`src/hdl/weighted_overlap_add_synthesis_macros.svh`:
```
// ----------------------------------------------------------------------------
// Assertion macros for weighted overlap-add synthesis
// Shorthand for clocked, reset-qualified concurrent assertions.
// ----------------------------------------------------------------------------
`ifndef WEIGHTED_OVERLAP_ADD_SYNTHESIS_MACROS_SVH
`define WEIGHTED_OVERLAP_ADD_SYNTHESIS_MACROS_SVH

// Consequent must hold in the same cycle as the antecedent
`define WOLA_ASSERT_SAME(label, clk, rst_n, ante, cons, msg) \
  label: assert property (@(posedge clk) disable iff (!rst_n) (ante) |-> (cons)) \
    else $error(msg);

// Consequent must hold in the cycle after the antecedent
`define WOLA_ASSERT_NEXT(label, clk, rst_n, ante, cons, msg) \
  label: assert property (@(posedge clk) disable iff (!rst_n) (ante) |=> (cons)) \
    else $error(msg);

`endif

```
`src/hdl/wola_pkg.sv`:
```
// ----------------------------------------------------------------------------
// wola_pkg
// Shared constants, state types and divider interface structs.
// ----------------------------------------------------------------------------
package wola_pkg;

  // Default geometry
  localparam int unsigned FRAME_LEN_DEF = 512;
  localparam int unsigned HOP_LEN_DEF   = 256;

  // Fixed field and accumulator widths
  localparam int unsigned SAMPLE_W = 16;
  localparam int unsigned ACC_W    = 48;
  localparam int unsigned QUO_W    = 16;

  // pi in Q30, used for the window build
  localparam logic [63:0] PI_Q30 = 64'd3373259426;

  // Main sequencer states
  typedef enum logic [2:0] {
    ST_CLEAR,
    ST_IDLE,
    ST_MUL,
    ST_ACC,
    ST_DIV,
    ST_PUSH
  } state_e;

  // Divider states
  typedef enum logic [2:0] {
    DV_IDLE,
    DV_PREP,
    DV_CHECK,
    DV_ITER,
    DV_DONE
  } div_state_e;

  // Divider request: overlap sum over envelope sum
  typedef struct packed {
    logic                    start;
    logic signed [ACC_W-1:0] overlap;
    logic        [ACC_W-1:0] envelope;
  } div_req_t;

  // Divider status and normalised, saturated result
  typedef struct packed {
    logic                       busy;
    logic                       done;
    logic signed [SAMPLE_W-1:0] result;
  } div_rsp_t;

endpackage

```
`src/hdl/wola_divider.sv`:
```
// ----------------------------------------------------------------------------
// wola_divider
// Restoring divider: round(overlap * 2^15 / envelope), halves away from
// zero, saturated to Q1.15. One quotient bit per cycle.
// ----------------------------------------------------------------------------
module wola_divider (
  input  logic               clk_i,
  input  logic               rst_ni,
  input  wola_pkg::div_req_t req_i,
  output wola_pkg::div_rsp_t rsp_o
);

  localparam int unsigned AW = wola_pkg::ACC_W;
  localparam int unsigned QW = wola_pkg::QUO_W;
  localparam int unsigned NW = 64;

  wola_pkg::div_state_e state_q, state_d;

  logic signed [AW-1:0] ovl_q;
  logic        [AW-1:0] env_q;
  logic                 neg_q;
  logic        [NW-1:0] num_q;
  logic        [AW-1:0] den_q;
  logic        [AW-1:0] rem_q;
  logic        [QW-1:0] quo_q;
  logic   [$clog2(QW)-1:0] bit_q;
  logic                 ovf_q;
  logic        [QW-1:0] res_q;
  logic                 done_q;

  logic        [AW-1:0] mag;
  logic        [AW-1:0] den_floor;
  logic        [QW-1:0] num_lo;
  logic        [AW:0]   trial;
  logic                 trial_ge;
  logic        [QW-1:0] sat_res;

  // Next state
  always_comb begin
    state_d = state_q;
    case (state_q)
      wola_pkg::DV_IDLE:  if (req_i.start) state_d = wola_pkg::DV_PREP;
      wola_pkg::DV_PREP:  state_d = wola_pkg::DV_CHECK;
      wola_pkg::DV_CHECK: begin
        state_d = (num_q >= {den_q, {QW{1'b0}}}) ? wola_pkg::DV_DONE : wola_pkg::DV_ITER;
      end
      wola_pkg::DV_ITER:  if (bit_q == '0) state_d = wola_pkg::DV_DONE;
      wola_pkg::DV_DONE:  state_d = wola_pkg::DV_IDLE;
      default:            state_d = wola_pkg::DV_IDLE;
    endcase
  end

  always_ff @(posedge clk_i or negedge rst_ni) begin
    if (!rst_ni) begin
      state_q <= wola_pkg::DV_IDLE;
      done_q  <= 1'b0;
    end else begin
      state_q <= state_d;
      done_q  <= (state_q == wola_pkg::DV_DONE);
    end
  end

  // Magnitude, floored divisor, one trial subtraction per cycle
  assign mag       = ovl_q[AW-1] ? AW'(-ovl_q) : AW'(ovl_q);
  assign den_floor = (env_q == '0) ? AW'(1) : env_q;
  assign num_lo    = num_q[QW-1:0];
  assign trial     = {rem_q, num_lo[bit_q]};
  assign trial_ge  = trial >= {1'b0, den_q};

  // Saturate to Q1.15; the magnitude reaches 2^15 only on the negative side
  always_comb begin
    if (neg_q) begin
      sat_res = (ovf_q || quo_q > QW'(32768)) ? QW'(32768) : QW'(-quo_q);
    end else begin
      sat_res = (ovf_q || quo_q > QW'(32767)) ? QW'(32767) : quo_q;
    end
  end

  // Datapath
  always_ff @(posedge clk_i) begin
    case (state_q)
      wola_pkg::DV_IDLE: begin
        if (req_i.start) begin
          ovl_q <= req_i.overlap;
          env_q <= req_i.envelope;
        end
      end
      wola_pkg::DV_PREP: begin
        neg_q <= ovl_q[AW-1];
        den_q <= den_floor;
        num_q <= {1'b0, mag, 15'b0} + NW'(den_floor[AW-1:1]);
      end
      wola_pkg::DV_CHECK: begin
        ovf_q <= num_q >= {den_q, {QW{1'b0}}};
        rem_q <= num_q[NW-1:QW];
        quo_q <= '0;
        bit_q <= '1;
      end
      wola_pkg::DV_ITER: begin
        rem_q        <= trial_ge ? AW'(trial - {1'b0, den_q}) : trial[AW-1:0];
        quo_q[bit_q] <= trial_ge;
        bit_q        <= bit_q - 1'b1;
      end
      wola_pkg::DV_DONE: begin
        res_q <= sat_res;
      end
      default: begin
      end
    endcase
  end

  assign rsp_o.busy   = (state_q != wola_pkg::DV_IDLE);
  assign rsp_o.done   = done_q;
  assign rsp_o.result = $signed(res_q);

endmodule

```
`config.mk`:
```
export PLATFORM = sky130hd
export DESIGN_NAME = wola_divider
export DESIGN_NICKNAME = d
export VERILOG_FILES = /design/src/hdl/weighted_overlap_add_synthesis_macros.svh /design/src/hdl/wola_pkg.sv /design/src/hdl/wola_divider.sv
export SDC_FILE = /design/constraint.sdc
export NUM_CORES = 1
export LEC_CHECK = 0
export BUFFER_PORTS_ARGS = -buffer_cell sky130_fd_sc_hd__buf_2
export CELL_PAD_IN_SITES_DETAIL_PLACEMENT = 1
export CELL_PAD_IN_SITES_GLOBAL_PLACEMENT = 1
export CORE_MARGIN = 1
export CORE_UTILIZATION = 44
export DETAILED_ROUTE_END_ITERATION = 16
export GPL_ROUTABILITY_DRIVEN = 0
export PLACE_DENSITY_LB_ADDON = 0.1
export SLEW_MARGIN = 20
export SYNTH_ARGS = -nofsm -noshare
export SYNTH_HDL_FRONTEND = slang
export SYNTH_SLANG_ARGS = --single-unit
```
`constraint.sdc`:
```
create_clock -name clk_i -period 7.6 [get_ports clk_i]
set_clock_uncertainty 0.05 [all_clocks]
set_input_delay 0.38 -clock clk_i [delete_from_list [all_inputs] [get_ports clk_i]]
set_output_delay 0.38 -clock clk_i [all_outputs]
set_load 0.005 [all_outputs]
```
# == Word-level counts from Yosys, hierarchy flattened ==
# Index checks and enable logic that the tools add are counted.
# word_totals
ff_bits,298
in_bits,99
output_inout_bits,18
elab_cells,58
# classes
addsub,5
order_cmp,6
eq_ne,6
n_mux,18
n_reduce_logical,10
# ops
cell,count
$mux W48,3
$pmux W48 S2,1
$add A63 B47 Y64,1
$ge A64 B64 Y1,1
$ge A49 B48 Y1,1
$logic_not A48 Y1,1
$mux W16,3
$neg A48 Y48,1
$sub A48 B48 Y48,1
$pmux W16 S2,1
$bwmux W16,1
$gt A16 B15 Y1 const B,1
$gt A16 B16 Y1 const B,1
$neg A16 Y16,1
$pmux W3 S4,1
$mux W3,3
$pmux W4 S2,1
$eq A3 B2 Y1 const B,2
$lt A4 B5 Y1 const B,1
$bmux W1 S4,1
$demux W1 S4,1
$ge A4 B1 Y1 const B,1
$logic_not A4 Y1,1
$ne A2 B2 Y1 const B,2
other kinds (10),13

# == Longest topological paths before layout ==
# Gate-level depths: netlist (run 1).
# depth
word_depth,6
ltp_mapped,21
depth_no_buf,18

# == Worst setup path before layout (run 1) ==
# Ideal clock, no wire load.
# synth_path
kind,reg2reg
startpoint,register state_q[0]
endpoint,"register den_q[0], enable pin"
t_arrival_ns,7.555
setup_slack_ns,-0.700
stages_incl_launch_ff,2
synth_period_minus_slack_ns,8.300
cell_sequence,dfrtp_1 -> nor3b_1
# synth_via
elab_chain_cells,1
# synth_rtl
item,line_no,rtl
"start, declared",wola_divider.sv:17,"wola_pkg::div_state_e state_q, state_d;"
"start signal, assigned",wola_divider.sv:55,state_q <= wola_pkg::DV_IDLE;
"start signal, assigned",wola_divider.sv:58,state_q <= state_d;
$eq A3 B1 Y1,wola_divider.sv:81,case (state_q)
"end signal, assigned",wola_divider.sv:90,den_q <= den_floor;
"end, declared",wola_divider.sv:23,logic [AW-1:0] den_q;
# No other way between the ends.
# A chain may end at the register's enable or synchronous reset.

# == Worst setup path after layout (run 1) ==
# layout_path
startpoint,register ovl_q[5]
endpoint,"register num_q[52], data pin"
# layout_via
elab_chain_cells,3
# layout_rtl
item,line_no,rtl
"start, declared",wola_divider.sv:19,logic signed [AW-1:0] ovl_q;
"start signal, assigned",wola_divider.sv:84,ovl_q <= req_i.overlap;
$neg A48 Y48,wola_divider.sv:64,assign mag = ovl_q[AW-1] ? AW'(-ovl_q) : AW'(ovl_q);
$mux W48 (*),wola_divider.sv:64,
$add A63 B47 Y64 (*),wola_divider.sv:91,"num_q <= {1'b0, mag, 15'b0} + NW'(den_floor[AW-1:1]);"
"end signal, assigned",wola_divider.sv:91,
"end, declared",wola_divider.sv:22,logic [NW-1:0] num_q;
# Every way passes the cells marked *; elsewhere a longest branch is shown, timed or not.

==> results of run 1 <==
## stage by stage
step | power (mW) | area [µm²]
6_report | 9.668 | 20890
5_1_grt | 10.41 | 20890
4_1_cts | 9.689 | 20890
3_5_place_dp | 7.915 | 18750
3_3_place_gp | 7.756 | 18750
2_1_floorplan | 6.543 | 17770
## sequential cells by signal (all words and copies together) (netlist names), 3 cells and up
name,flops
ovl_q,48
num_q,64
res_q,16
rem_q,48
quo_q,16
den_q,33
bit_q,4
env_q,48
state_q,3
## final timing paths
| path | cells past startpoint | slack [ns] | endpoint | start |
|---|---|---|---|---|
| max in group asynchronous | 2 | 7.24 | state_q[0] | rst_ni |
| worst min register to register | 0 | 0.40 | num_q[3] | env_q[4] |
| min in group clk_i | 3 | 0.34 | ovl_q[46] | req_i[96] |
| worst max-delay path | 17 | 1.88 | num_q[52] | ovl_q[5] |
| worst min-delay path | 2 | 0.13 | state_q[1] | rst_ni |
| worst max register to register | 17 | 1.88 | num_q[52] | ovl_q[5] |
## logic make-up after synthesis
kind of cell,after synthesis
AO/OA/AOI/OAI,448
XOR/XNOR,127
adder cells (fa/ha/maj),137
buffers and inverters,199
flip-flops,283
multiplexers,41
other,1
AND/OR/NAND/NOR,476
## cell usage in the layout, fill, tap and decap left out, types with 16 or more instances in the layout
cell,netlist,routed
nor3_1,38,38
nand2_1,134,133
ha_1,135,135
nand2b_1,17,17
or3_1,24,24
nand4_1,21,21
o21ai_0,120,120
inv_1,96,96
dlygate4sd3_1,0,97
nor4_1,24,24
clkbuf_16,0,36
edfxtp_1,279,279
o31ai_1,19,19
a21o_1,56,56
buf_2,0,116
nor2_1,99,98
a21oi_1,126,126
xor2_1,40,40
mux2i_1,36,36
xnor2_1,87,87
nand3_1,39,39
a211oi_1,16,16
## metal layers
metal / routed length (µm) / vias up
met1: 22700 / 6678
met3: 1875 / 76
li1: - / 6671
met5: 0 / -
met2: 23600 / 268
met4: 1241 / 0
## area by class of cell
type                            count  share of cell area, %
Multi-Input combinational cell   1230                  41.05
Sequential cell                   283                  40.59
Timing Repair Buffer              226                  7.895
Clock buffer                       43                  4.486
Tap cell                          525                  3.145
Inverter                           96                  1.725
Clock inverter                     23                  1.108
## critical path, stage by stage (launching register included)
cell       delay [ns]
edfxtp_1         0.43
or4_1            0.59
or3_2            0.47
or3_1            0.39
or3_1            0.36
nand2_1          0.10
xnor2_1          0.08
ha_1             0.39
and3_1           0.23
o211a_1          0.18
o2111ai_1        0.12
o22ai_1          0.30
a31oi_1          0.20
a2111oi_0        0.63
o21a_1           0.18
nor2_1           0.12
or3_2            0.51
xnor2_1          0.14
## where the power goes
group | total, mW | internal (mW) | switching (mW)
Combinational | 4.94 | 1.93 | 3.01
Sequential | 3.04 | 2.59 | 0.454
Clock | 1.68 | 0.992 | 0.692
==> flow_metrics.py, run 1 <==
metrics = {
    "outcome": {
        "status": "finished, final reports clean",
    },
    "clock_tree": {
        "cts_buffer_depth": 3,
        "cts_tree": "yes",
        "path_clk_slew_ns": 0.05,
        "postCtsResizedCells": 0,
        "insertion_delay_ns": 0.56,
        "cts_setup_buffers": 0,
        "cts.htree.levels": 2,
        "clock_sinks": 283,
        "holdBufCountCts": 97,
        "cts_buffers": 36,
        "ctsRootBufferMaster": "clkbuf_16",
    },
    "synth": {
        "synth.most_common_cell": "edfxtp_1",
        "ys_ff_latch": 283,
        "ys_async_sr_fraction_pct": 1.413,
        "post_synth.cell_area_avg_um2": 10.37,
        "synth_adder_area_share_pct": 9.736,
        "ys_top_cells_by_area": "edfxtp_1 47%, ha_1 9.5%, xnor2_1 4.3%",
        "synthesis.nets": 1948,
        "synth_common_cells": "279 x edfxtp_1, 135 x ha_1, 134 x nand2_1",
        "synthCells": 1712,
        "synth_xor_area_share_pct": 6.263,
        "yosysUniqueCellTypes": 78,
        "yosysTopAreaCell": "edfxtp_1",
        "ys.flop_type": "edfxtp_1",
        "synth_top_family_by_area": "compound AO/OA/AOI/OAI gates",
        "synth_mux_area_share_pct": 2.663,
        "ys_warn_count": 0,
        "synth-compound-area-share_pct": 15.83,
        "seq_area_frac_synth_pct": 47.74,
        "yosysTopAreaCellShare_pct": 47.17,
        "synthesis.area_um2": 17760,
        "synth_edf_count": 279,
        "yosys.area_share.simple_pct": 13.52,
    },
    "timing": {
        "timing.setup.tns_ns": 0,
        "whs_ns": 0.1322,
        "drv_slew": 0,
        "relSlewSlack_pct": 31.43,
        "worst_slack_ns": 1.878,
        "max_freq_mhz": 174.8,
        "rsz0062_at_grt": "false",
        "setup_violations": 0,
        "period_share_pct": 75.29,
        "hold_violations": 0,
        "tightest_slew_ns": 1.019,
        "period_needed_ns": 5.722,
    },
    "global_routing": {
        "grt_pass1_wl_um": 78380,
        "gr-max-usage-layer": "met2",
        "grt_use_met3_pct": 3.018,
        "met2_usage_pct": 41.46,
        "grt_overflow": 0,
        "grt_pass1_vias": 14380,
        "met1_usage_pct": 32.52,
        "grtUsageTotal_pct": 24.42,
        "antenna_found_initial": 0,
        "grt_max_degree": 74,
    },
    "routing": {
        "ant_nets": 0,
        "vias": 13690,
        "routed_via_density": 5.644,
        "drc_errors": 0,
        "drt_iter0_markers": 647,
        "firstDrtPassIters": 5,
        "wl_um": 49420,
        "wire_per_inst_um": 20.37,
    },
    "setup_path": {
        "startpoint_type": "flip-flop",
        "worstPathArrival_ns": 5.96,
        "worstPathRequired_ns": 7.84,
        "crit_path_end_kind": "flip-flop",
        "path_max_fanout": 8,
        "crit_type": "flip-flop to flip-flop",
    },
    "placement": {
        "dp_hpwl_um": 36970,
        "pre_cts_ws_ns": 1.889,
        "place_inst": 2263,
        "port_buffers": 116,
    },
    "floorplanning": {
        "coreArea_um2": 39730,
        "die_area_um2": 41170,
        "die_h_um": 202.9,
        "io_pins": 117,
        "initial_core_util_pct": 44.70,
        "rows": 73,
        "die_x_um": 202.9,
    },
    "run": {
        "max_cap_viol_count": 0,
    },
    "pwr": {
        "p_leak_nw": 8.298,
        "ir_worst_vdd_uv": 209.9,
        "pwr_density_cell_nw_per_um2": 462.8,
    },
    "final_layout": {
        "regArea_um2": 8478,
        "final_util_pct": 52.57,
        "fin_nets": 2109,
        "areaGrowthSynthToFinish_pct": 17.61,
        "fillers": 4276,
        "final_cells": 2426,
        "diodes": 0,
        "multiInputGateArea_um2": 8576,
        "drive_gt1_share_pct": 11.73,
    },
    "worst_hold_path": {
        "hp-class": "primary input to asynchronous set/reset pin",
    },
}
(Power assumes the default switching activity.)
==> run 2, diff against run 1 <==
- ABC_AREA: default -> 1
- CORE_UTILIZATION: 44 -> 47
- clock period: 7.6 -> 5.7 ns (I/O delays scaled with it)
==> flow_metrics.py, run 2 <==
metrics = {
    "synth": {
        "ys_top_cells_by_area": "edfxtp_1 42%, nand2_1 11%, ha_1 8.5%",
        "synth_common_cells": "602 x nand2_1, 311 x inv_1, 279 x edfxtp_1",
        "synthCells": 2477,
        "ys_ff_latch": 283,
        "synthesis.nets": 2713,
        "ys_warn_count": 0,
        "yosysTopAreaCell": "edfxtp_1",
        "seq_area_frac_synth_pct": 42.44,
        "synth.most_common_cell": "nand2_1",
        "post_synth.cell_area_avg_um2": 8.065,
        "yosysTopAreaCellShare_pct": 41.94,
        "synthesis.area_um2": 19980,
        "yosysUniqueCellTypes": 51,
        "ys_async_sr_fraction_pct": 1.413,
        "ys.flop_type": "edfxtp_1",
        "synth_edf_count": 279,
    },
    "setup_path": {
        "worstPathArrival_ns": 4.94,
        "path_max_fanout": 49,
        "crit_path_end_kind": "flip-flop",
        "worstPathRequired_ns": 5.95,
        "rrSetupSlack_ns": 1.01,
        "crit_type": "flip-flop to flip-flop",
        "startpoint_type": "flip-flop",
    },
    "floorplanning": {
        "rows": 75,
        "io_pins": 117,
        "coreArea_um2": 41950,
        "die_area_um2": 43330,
        "initial_core_util_pct": 47.62,
        "die_x_um": 208.2,
        "die_h_um": 208.2,
    },
    "outcome": {
        "status": "finished, final reports clean",
    },
    "final_layout": {
        "diodes": 0,
        "final_common_cell": "nand2_1",
        "most-common-layout-cells": "602 x nand2_1, 310 x inv_1, 279 x edfxtp_1",
        "areaGrowthSynthToFinish_pct": 15.22,
        "largest_reg_flops": 64,
        "drive_gt1_share_pct": 9.798,
        "fin_nets": 2885,
        "top_register": "num_q",
        "fillers": 5088,
    },
    "routing": {
        "drt-met1-wl_um": 28920,
        "ant_nets": 0,
        "drt_iter0_markers": 1172,
        "route.met3.wl_um": 2793,
        "wire_per_inst_um": 21.16,
        "vias": 18080,
        "met2_length_um": 33710,
        "maxUsedRoutingLayer": "met5",
        "routed_via_density": 5.626,
        "firstDrtPassIters": 5,
        "wl_um": 67970,
        "drc_errors": 0,
    },
    "clock_tree": {
        "cts.htree.levels": 2,
        "path_clk_slew_ns": 0.07,
        "cts_setup_buffers": 0,
        "insertion_delay_ns": 0.56,
        "cts_buffer_depth": 3,
        "cts_buffers": 34,
        "cts_tree": "yes",
        "ctsRootBufferMaster": "clkbuf_16",
        "clock_sinks": 283,
        "postCtsResizedCells": 0,
    },
    "global_routing": {
        "grt_pass1_vias": 19130,
        "antenna_found_initial": 2,
        "grt_overflow": 0,
        "grtUsageTotal_pct": 31.62,
        "grt_max_degree": 74,
        "grt_pass1_wl_um": 106300,
    },
    "placement": {
        "dp_hpwl_um": 50830,
        "port_buffers": 116,
    },
    "timing": {
        "rsz0062_at_grt": "false",
        "tightest_slew_ns": 0.9514,
        "drv_slew": 0,
        "setup_violations": 0,
        "timing.setup.tns_ns": 0,
        "hold_violations": 0,
        "period_needed_ns": 4.692,
        "relSlewSlack_pct": 36.58,
        "max_freq_mhz": 213.1,
        "period_share_pct": 82.32,
    },
    "run": {
        "max_cap_viol_count": 0,
    },
    "worst_hold_path": {
        "hp-class": "primary input to flip-flop",
    },
    "pwr": {
        "ir_worst_vdd_uv": 278.9,
        "total_power_mw": 13.46,
        "p_leak_nw": 10.09,
        "pwr_density_cell_nw_per_um2": 584.9,
    },
}
-- run 2: layout make-up --
type	count	area (µm²)	share of cell area [%]
Multi-Input combinational cell	1778	9913	43.07
Sequential cell	283	8478	36.83
Timing Repair Buffer	226	1654	7.186
Inverter	326	1225	5.322
Clock buffer	44	909.6	3.952
Tap cell	539	674.4	2.930
Clock inverter	17	162.7	0.7067
-- run 2: metrics by stage --
step | std cells | util, % | worst slack [ns] | hold slack [ns] | instance area (µm²)
3_3_place_gp | 3053 | 49.95 | 1.407 | 0.04426 | 20950
2_1_floorplan | 2477 | - | 0.3501 | -0.06059 | 19980
4_1_cts | 3213 | 54.87 | 1.018 | 0.3607 | 23020
5_1_grt | 3213 | 54.87 | 0.6770 | 0.3821 | 23020
6_report | 3213 | 54.87 | 1.008 | 0.3810 | 23020
3_5_place_dp | 3053 | 49.95 | 1.087 | 0.04857 | 20950
-- run 2: repair_timing --
action | in CTS | in global routing
hold buffers | 99 | 0
endpoints found under the hold margin | 101 | 0
setup endpoints to repair | 0 | 0
-- run 2: worst max-delay path, cell delays in order (launching register included) --
cell and delay (ns):
edfxtp_1 0.56, clkinv_1 0.37, a21oi_1 0.24, o21ai_0 0.10
nand2_1 0.09, nand2_1 0.06, nand2_1 0.07, a211oi_1 0.06
ha_1 0.22, inv_1 0.11, nand3_1 0.09, nand2_2 0.11
nand2_1 0.07, nand2_2 0.10, a21oi_4 0.09, o21ai_4 0.19
nand3_4 0.52, nand3_4 0.51, buf_4 0.47, nand2_1 0.14
nand3_1 0.10, nand2_1 0.07
-- run 2: kinds of logic (layout without fill, tap and decap cells) --
logic type	count (synthesis)	after routing	share of synthesized area (%)
other cells	1	1	0.01877
compound gates	357	357	10.00
xor+xnor	109	109	4.779
simple gates	1174	1174	25.97
fa+ha+maj	137	137	8.656
flops	283	283	42.44
buf+inv	416	613	8.130
-- run 2: where the power goes --
group          internal, mW  switching (mW)  total (mW)
clock                  1.23           0.932        2.17
combinational          2.35            5.04        7.39
sequential             3.38           0.530        3.91
total                  6.96            6.50        13.5
-- run 2: routing by layer --
| layer | up-vias | track usage, % |
|---|---|---|
| li1 | 8641 | - |
| met5 | - | 0 |
| met2 | 436 | 55.45 |
| met3 | 139 | 4.257 |
| met1 | 8856 | 39.25 |
| met4 | 4 | 12.69 |
-- run 2: worst paths after layout --
kind / from / endpoint / depth (start not counted)
worst max-delay path: bit_q[0] / rem_q[36] / 21
worst min-delay path: req_i[49] / ovl_q[1] / 2
worst max register to register: bit_q[0] / rem_q[36] / 21
worst min register to register: env_q[14] / num_q[13] / 0
max in group asynchronous: rst_ni / done_q / 3
min in group asynchronous: rst_ni / state_q[1] / 3
==> run 3, diff against run 2 <==
- clock period: 5.7 -> 4.72 ns (I/O delays scaled with it)
==> flow_metrics.py, run 3 (synthesis gave the netlist of run 2 again) <==
metrics = {
    "setup_path": {
        "rr_worst_depth": 21,
        "startpoint_type": "flip-flop",
        "cp-startpoint": "bit_q[0]",
        "path_max_fanout": 12,
        "crit_path_end_kind": "flip-flop",
        "rr_startpoint": "bit_q[0]",
        "worstPathRequired_ns": 5.01,
        "crit_type": "flip-flop to flip-flop",
        "worstPathArrival_ns": 4.44,
    },
    "outcome": {
        "status": "finished, final reports clean",
    },
    "pwr": {
        "p_seq_share_pct": 28.9,
        "p_clk_share_pct": 15.9,
        "internal-power_mw": 8.471,
        "p_sw_mw": 7.874,
        "total_power_mw": 16.34,
        "pwr_density_cell_nw_per_um2": 709.4,
        "comb_power_share_pct": 55.2,
        "switching_share_pct": 48.17,
        "ir_worst_vdd_uv": 398.3,
        "p_leak_nw": 10.09,
    },
    "timing": {
        "worst_slack_ns": 0.5730,
        "timing.setup.tns_ns": 0,
        "setup_violations": 0,
        "relSlewSlack_pct": 34.12,
        "whs_ns": 0.3044,
        "max_freq_mhz": 241.1,
        "period_needed_ns": 4.147,
        "drv_slew": 0,
        "period_share_pct": 87.86,
        "hold_violations": 0,
        "tightest_slew_ns": 0.9882,
        "rsz0062_at_grt": "false",
    },
    "routing": {
        "firstDrtPassIters": 5,
        "drt_iter0_markers": 1307,
        "routed_via_density": 5.684,
        "wire_per_inst_um": 21.43,
        "wl_um": 68820,
        "drc_errors": 0,
        "vias": 18260,
        "ant_nets": 0,
    },
    "floorplanning": {
        "rows": 75,
        "io_pins": 117,
        "die_area_um2": 43330,
        "die_x_um": 208.2,
        "die_h_um": 208.2,
        "initial_core_util_pct": 47.62,
        "coreArea_um2": 41950,
    },
    "final_layout": {
        "drive_gt1_share_pct": 9.809,
        "final_cells": 3212,
        "most-common-layout-cells": "602 x nand2_1, 310 x inv_1, 279 x edfxtp_1",
        "areaGrowthSynthToFinish_pct": 15.33,
        "final_util_pct": 54.93,
        "top_register": "num_q",
        "largest_reg_flops": 64,
        "fin_nets": 2882,
        "final_common_cell": "nand2_1",
        "final_area_um2": 23040,
    },
    "global_routing": {
        "grt_pass1_wl_um": 107300,
        "grt_overflow": 0,
        "antenna_found_initial": 2,
        "grt_max_degree": 100,
        "grtUsageTotal_pct": 31.66,
        "grt_pass1_vias": 19600,
    },
    "placement": {
        "dp_hpwl_um": 51440,
        "place_inst": 3053,
        "place_area_um2": 20980,
        "pre_cts_ws_ns": 0.6362,
        "port_buffers": 116,
    },
    "clock_tree": {
        "postCtsResizedCells": 0,
        "cts.htree.levels": 1,
        "insertion_delay_ns": 0.60,
        "cts_buffers": 31,
        "path_clk_slew_ns": 0.07,
        "cts_tree": "yes",
        "ctsRootBufferMaster": "clkbuf_16",
        "clock_sinks": 283,
        "cts_buffer_depth": 3,
    },
    "run": {
        "max_cap_viol_count": 0,
    },
    "worst_hold_path": {
        "worst_hold_startpoint": "req_i[62]",
        "min_path_cells": 2,
        "hp-class": "primary input to flip-flop",
    },
}
run 3: power by group through the flow:
stage | combinational, mW | clock, mW | sequential (mW)
2_1_floorplan | 6.19 | 0 | 4.50
3_3_place_gp | 8.33 | 0 | 4.68
3_5_place_dp | 8.71 | 0 | 4.73
4_1_cts | 8.87 | 2.62 | 4.69
5_1_grt | 9.91 | 2.71 | 4.79
6_report | 9.02 | 2.61 | 4.72
run 3: worst paths after layout:
check | endpoint | slack [ns]
worst max-delay path | rem_q[40] | 0.57
worst max register to register | rem_q[40] | 0.57
worst min-delay path | ovl_q[14] | 0.30
min in group asynchronous | state_q[2] | 0.51
max in group asynchronous | done_q | 3.91
worst min register to register | num_q[1] | 0.42
run 3: final cells by class:
| class | count | area [µm²] |
|---|---|---|
| Antenna cell | 2 | 5.005 |
| Clock buffer | 38 | 802.0 |
| Clock inverter | 20 | 264.0 |
| Fill cell | 5057 | 18910 |
| Inverter | 326 | 1224 |
| Multi-Input combinational cell | 1778 | 9913 |
| Sequential cell | 283 | 8478 |
| Tap cell | 539 | 674.4 |
| Timing Repair Buffer | 226 | 1679 |
run 3: worst max-delay path, cell delays in order, from the launching register on:
cell and delay [ns]:
edfxtp_1 0.55, clkinv_1 0.35, o21ai_0 0.30, nand2_1 0.07
nand2_1 0.06, nand2_1 0.06, a211oi_1 0.32, ha_1 0.23
inv_1 0.07, fa_1 0.42, nand3_1 0.09, nand2_1 0.15
a21oi_1 0.31, inv_1 0.12, nand2_1 0.07, nand3_1 0.15
nand2_1 0.12, nand3b_1 0.08, nand2_1 0.08, nand2_1 0.06
nand3_1 0.09, nand2_1 0.07
run 3: layer usage:
metal | GRT usage, % | share of wire (%) | vias up
met1 | 38.90 | 41 | 8875
met4 | 12.41 | 4.0 | 0
li1 | - | - | 8626
met5 | 0 | 0 | -
met3 | 3.215 | 4.7 | 167
met2 | 56.92 | 50 | 589
run 3: what timing repair did:
action	in CTS	in global routing
hold endpoints to repair	101	0
buffers inserted	0	0
hold buffers	99	0
